## src/rtl/core/bhq_ram.sv

```systemverilog
// generic ram, one write port, two registered read ports
module bhq_ram #(
    parameter int WIDTH  = 32,
    parameter int DEPTH  = 64,
    parameter int ADDR_W = $clog2(DEPTH)
) (
    input  logic              i_clk,
    input  logic              i_we,
    input  logic [ADDR_W-1:0] i_waddr,
    input  logic [WIDTH-1:0]  i_wdata,
    input  logic [ADDR_W-1:0] i_raddr_a,
    input  logic [ADDR_W-1:0] i_raddr_b,
    output logic [WIDTH-1:0]  o_rdata_a,
    output logic [WIDTH-1:0]  o_rdata_b
);

    logic [WIDTH-1:0] mem [DEPTH];

    always_ff @(posedge i_clk) begin
        if (i_we) begin
            mem[i_waddr] <= i_wdata;
        end
        o_rdata_a <= mem[i_raddr_a];
        o_rdata_b <= mem[i_raddr_b];
    end

endmodule

```

## config.mk

```make
export PLATFORM = sky130hd
export DESIGN_NAME = bhq_ram
export DESIGN_NICKNAME = d
export VERILOG_FILES = /design/src/rtl/core/bhq_ram.sv
export SDC_FILE = /design/constraint.sdc
export NUM_CORES = 2
export LEC_CHECK = 0
export ABC_CLOCK_PERIOD_IN_PS = 4200
export BUFFER_PORTS_ARGS = -buffer_cell sky130_fd_sc_hd__buf_2
export CORE_MARGIN = 1
export CORE_UTILIZATION = 32
export CTS_CLUSTER_SIZE = 40
export DETAILED_ROUTE_END_ITERATION = 16
export PLACE_DENSITY = 0.49
export SKIP_LAST_GASP = 1
export SLEW_MARGIN = 20
export SYNTH_ARGS = -nofsm -noshare
export SYNTH_HDL_FRONTEND = slang
export SYNTH_SLANG_ARGS = --single-unit
```

## constraint.sdc

```tcl
create_clock -name i_clk -period 4.2 [get_ports i_clk]
set_input_delay 0.21 -clock i_clk [delete_from_list [all_inputs] [get_ports i_clk]]
set_output_delay 0.21 -clock i_clk [all_outputs]
set_load 0.02 [all_outputs]
```

# == Word-level counts from Yosys, hierarchy flattened ==
# Memory sizes are Yosys's and may differ from the RTL's. A register that Yosys moved wholly into a read port is not among the register bits.
# Index checks and enable logic that the tools add are counted.
# op_classes
mux,2
# ops
operator,n
1-bit 2-to-1 mux,2
# totals
n_memories,1
ram_bits,2048
out_inout_bits,64
word_cells,3
ff_bits,0
in_bits,52
# memory_table
memory,words,word_bits,rd,rd_clocked_by_memory_dff,write_ports,line,text
mem,64,32,2,2,1,17,logic [WIDTH-1:0] mem [DEPTH];

# == Depth between registers and ports, before layout ==
# depth
ltp_word,2
mapped_depth,10
mapped_depth_nobuf,5

# == Least setup slack after synthesis ==
# OpenSTA, ideal clock, no wires.
# synth_path
path_kind,input-to-reg
start,input i_waddr[3]
end,"memory mem[48][0], enable pin"
cell_stages,4
path_slack_ps,799
path_buffers,1
required_time_ps,3739
arrival_ps,2940
setup_ps,461
cell_sequence,clkbuf_1 > nor2b_1 > nand4b_1 > nor3_1
# synth_lines
item,line,text
start: declaration,9,"input logic [ADDR_W-1:0] i_waddr,"
end: declaration,17,
# Straight into the memory's write port.

==> impl_metrics.tcl <==
set metrics [dict create \
    post_drt_via_cell_ratio 5.87 \
    rows 200 \
    portBuffers 115 \
    reg2reg_to "o_rdata_b[16]$_DFF_P_" \
    layout-drive-gt1-share_pct 39.9 \
    overflow 0 \
    design_area_sq_um 111000 \
    die-height_microns 549 \
    hold_path_class "in2reg" \
    syn_area_per_cell_sq_um 21.7 \
    antenna_left 0 \
    synthCells 4412 \
    dp_hpwl_mm 197 \
    rsz0062_at_grt "no" \
    cts_sinks 2112 \
    finalCritPeriodShare_pct 64.6 \
    path_max_fanout 37 \
    synth_top_area_share_pct 64.3 \
    critPathArrivalTime_ps 3420 \
    drc 0 \
    syn-num-nets 4464 \
    critPathKind "in2reg" \
    yosysWarnings 0 \
    postCtsSetupBuffers 0 \
    dieArea_sq_um 301000 \
    leakage_nw 34.4 \
    crit_start "i_raddr_b[0]" \
    max_slew_margin_pct 19.5 \
    coreArea_sq_um 297000 \
    cp-start-kind "primary input" \
    hold_violations 0 \
    insertion_delay_ps 900 \
    synth_area_sq_um 95700 \
    finalSetupTns_ps 0 \
    grt_pass1_vias 53200 \
    synthTopCellsByArea "edfxtp_1 (64%), mux4_2 (26%), mux2i_1 (2.1%)" \
    synth_ff_type "edfxtp_1" \
    area_growth_pct 15.8 \
    wl_per_cell_microns 37.6 \
    rrSetupSlack_ps 1740 \
    synthDistinctLibCells 38 \
    power-per-cell-area_nw_per_um2 428 \
    fin_nets 4769 \
    status "finished clean" \
    vias 52000 \
    synth_commonest_cells "edfxtp_1 (2048), mux4_2 (1124), mux2i_1 (204)" \
    synth_edf_count 2048 \
    crit_required_ps 4910 \
    boundaryPins 116 \
    die_w_microns 549 \
    timing.rr.start "mem[7][16]$_DFFE_PP_" \
    start_util_pct 32.2 \
    skew_ps 46.6 \
    async_flop_share_pct 0 \
    maxCapViolations 0 \
    dr.pass1.iters 5 \
    htreeDepth 4 \
    post-route-util_pct 37.3 \
    synth_area_leader_cell "edfxtp_1" \
    clkSlewWorstSetupHoldPaths_ps 60 \
    grt_antenna_before_repair 31 \
    synth_seq_area_share_pct 65.6 \
    postPlaceCellArea_sq_um 103000 \
    peakVddDrop_v 0.000327 \
    routed_wl_mm 333 \
    clock-root-buffer "clkbuf_16" \
    grt_pass1_wl_mm 456 \
    worst_pin_slew_ps 1200 \
    min-delay-start "i_wdata[6]" \
    endpoint "o_rdata_b[16]$_DFF_P_" \
    drt_iter0_markers 5779 \
    routabilityCongestion 0.813 \
    fin_crit_ps 2710 \
    fmax_ghz 0.368 \
    grt_max_degree 71 \
    worst_setup_path_end_kind "flip-flop" \
    drv_slew 0 \
    clock_path_buffers 4 \
    synth-seq-cells 2112 \
    n_fill_cell 26700 \
    cts_tree "done" \
    yosysMostFrequentCell "edfxtp_1" \
    rr_worst_depth 4 \
    grt_usage_pct 22.0 \
    setup_viol 0 \
    cts_made_buffers 227 \
]
[stage by stage]
stage          total power, mW  hold slack (ps)  instances  setup WS (ps)
2_1_floorplan             26.2              309       4412            799
3_3_place_gp              28.0              628       8390            492
3_5_place_dp              28.0              629       8392            502
4_1_cts                   47.8             1.92       8818           1480
5_1_grt                   48.7             26.3       8844           1370
6_report                  47.4             36.6       8856           1490
[cell families after synthesis]
family	Yosys count	share of synthesized area, %
flops	2112	65.6
mux	1364	29.0
buf+inv	348	1.83
simple gates	248	1.13
compound gates	340	2.39
[critical path, stage by stage]
cell     delay, ps
buf_8          440
buf_12         340
buf_4          330
mux4_2         570
mux4_2         460
o22ai_1        690
a21oi_1        240
[placed cells by master, fill, tap and decap left out, drive strengths merged, types with 16 or more instances in the layout]
master,count
buf,388
o221ai,16
o21ai,49
o211ai,27
clkinv,85
edfxtp,2048
a22oi,85
dfxtp,64
a21oi,58
o22ai,56
nor2,94
nor2b,19
diode,17
mux2,36
mux4,1124
mux2i,204
clkbuf,295
dlygate4sd3,34
bufinv,18
nand2,93
[sequential cells by signal, indices dropped and copies added, names as in the netlist]
register	count
o_rdata_b	32
mem	2048
o_rdata_a	32
[what timing repair did]
| action | CTS | global route |
|---|---|---|
| endpoints found under the hold margin | 564 | 1280 |
| resized for setup | 0 | 0 |
| hold buffers | 14 | 20 |
[worst min-delay path by stage]
stage,to,cells past startpoint
CTS,mem[59][6]$_DFFE_PP_,2
detailed placement,o_rdata_a[25],1
finish,mem[31][6]$_DFFE_PP_,2
global route,mem[19][6]$_DFFE_PP_,2
floorplan,mem[0][0]$_DFFE_PP_,0
global placement,o_rdata_a[22],1
[layout make-up]
class | count | area (sq um) | area share [%]
inverter | 1 | 3.75 | 0.00339
sequential | 2112 | 62800 | 56.7
timing repair buffer | 423 | 4140 | 3.74
antenna | 17 | 42.5 | 0.0384
clock buffer | 294 | 6120 | 5.52
multi-input combinational | 1952 | 31700 | 28.6
clock inverter | 118 | 1080 | 0.973
tap | 3939 | 4930 | 4.45
[power breakdown]
part / switching [mW] / leakage [nW] / internal (mW)
Sequential: 0.162 / 19.0 / 23.3
Clock: 8.49 / 3.52 / 11.3
Combinational: 2.44 / 11.9 / 1.63
Total: 11.1 / 34.4 / 36.3
[metal layers]
| metal | global-route usage (%) | vias up | wire (microns) |
|---|---|---|---|
| met5 | 0 | - | 69 |
| met4 | 5.87 | 12 | 8970 |
| met3 | 3.41 | 419 | 22800 |
| met2 | 36.0 | 2194 | 161000 |
| met1 | 30.5 | 29200 | 140000 |
| li1 | - | 20200 | - |
Power figures use the tool's default switching activity.
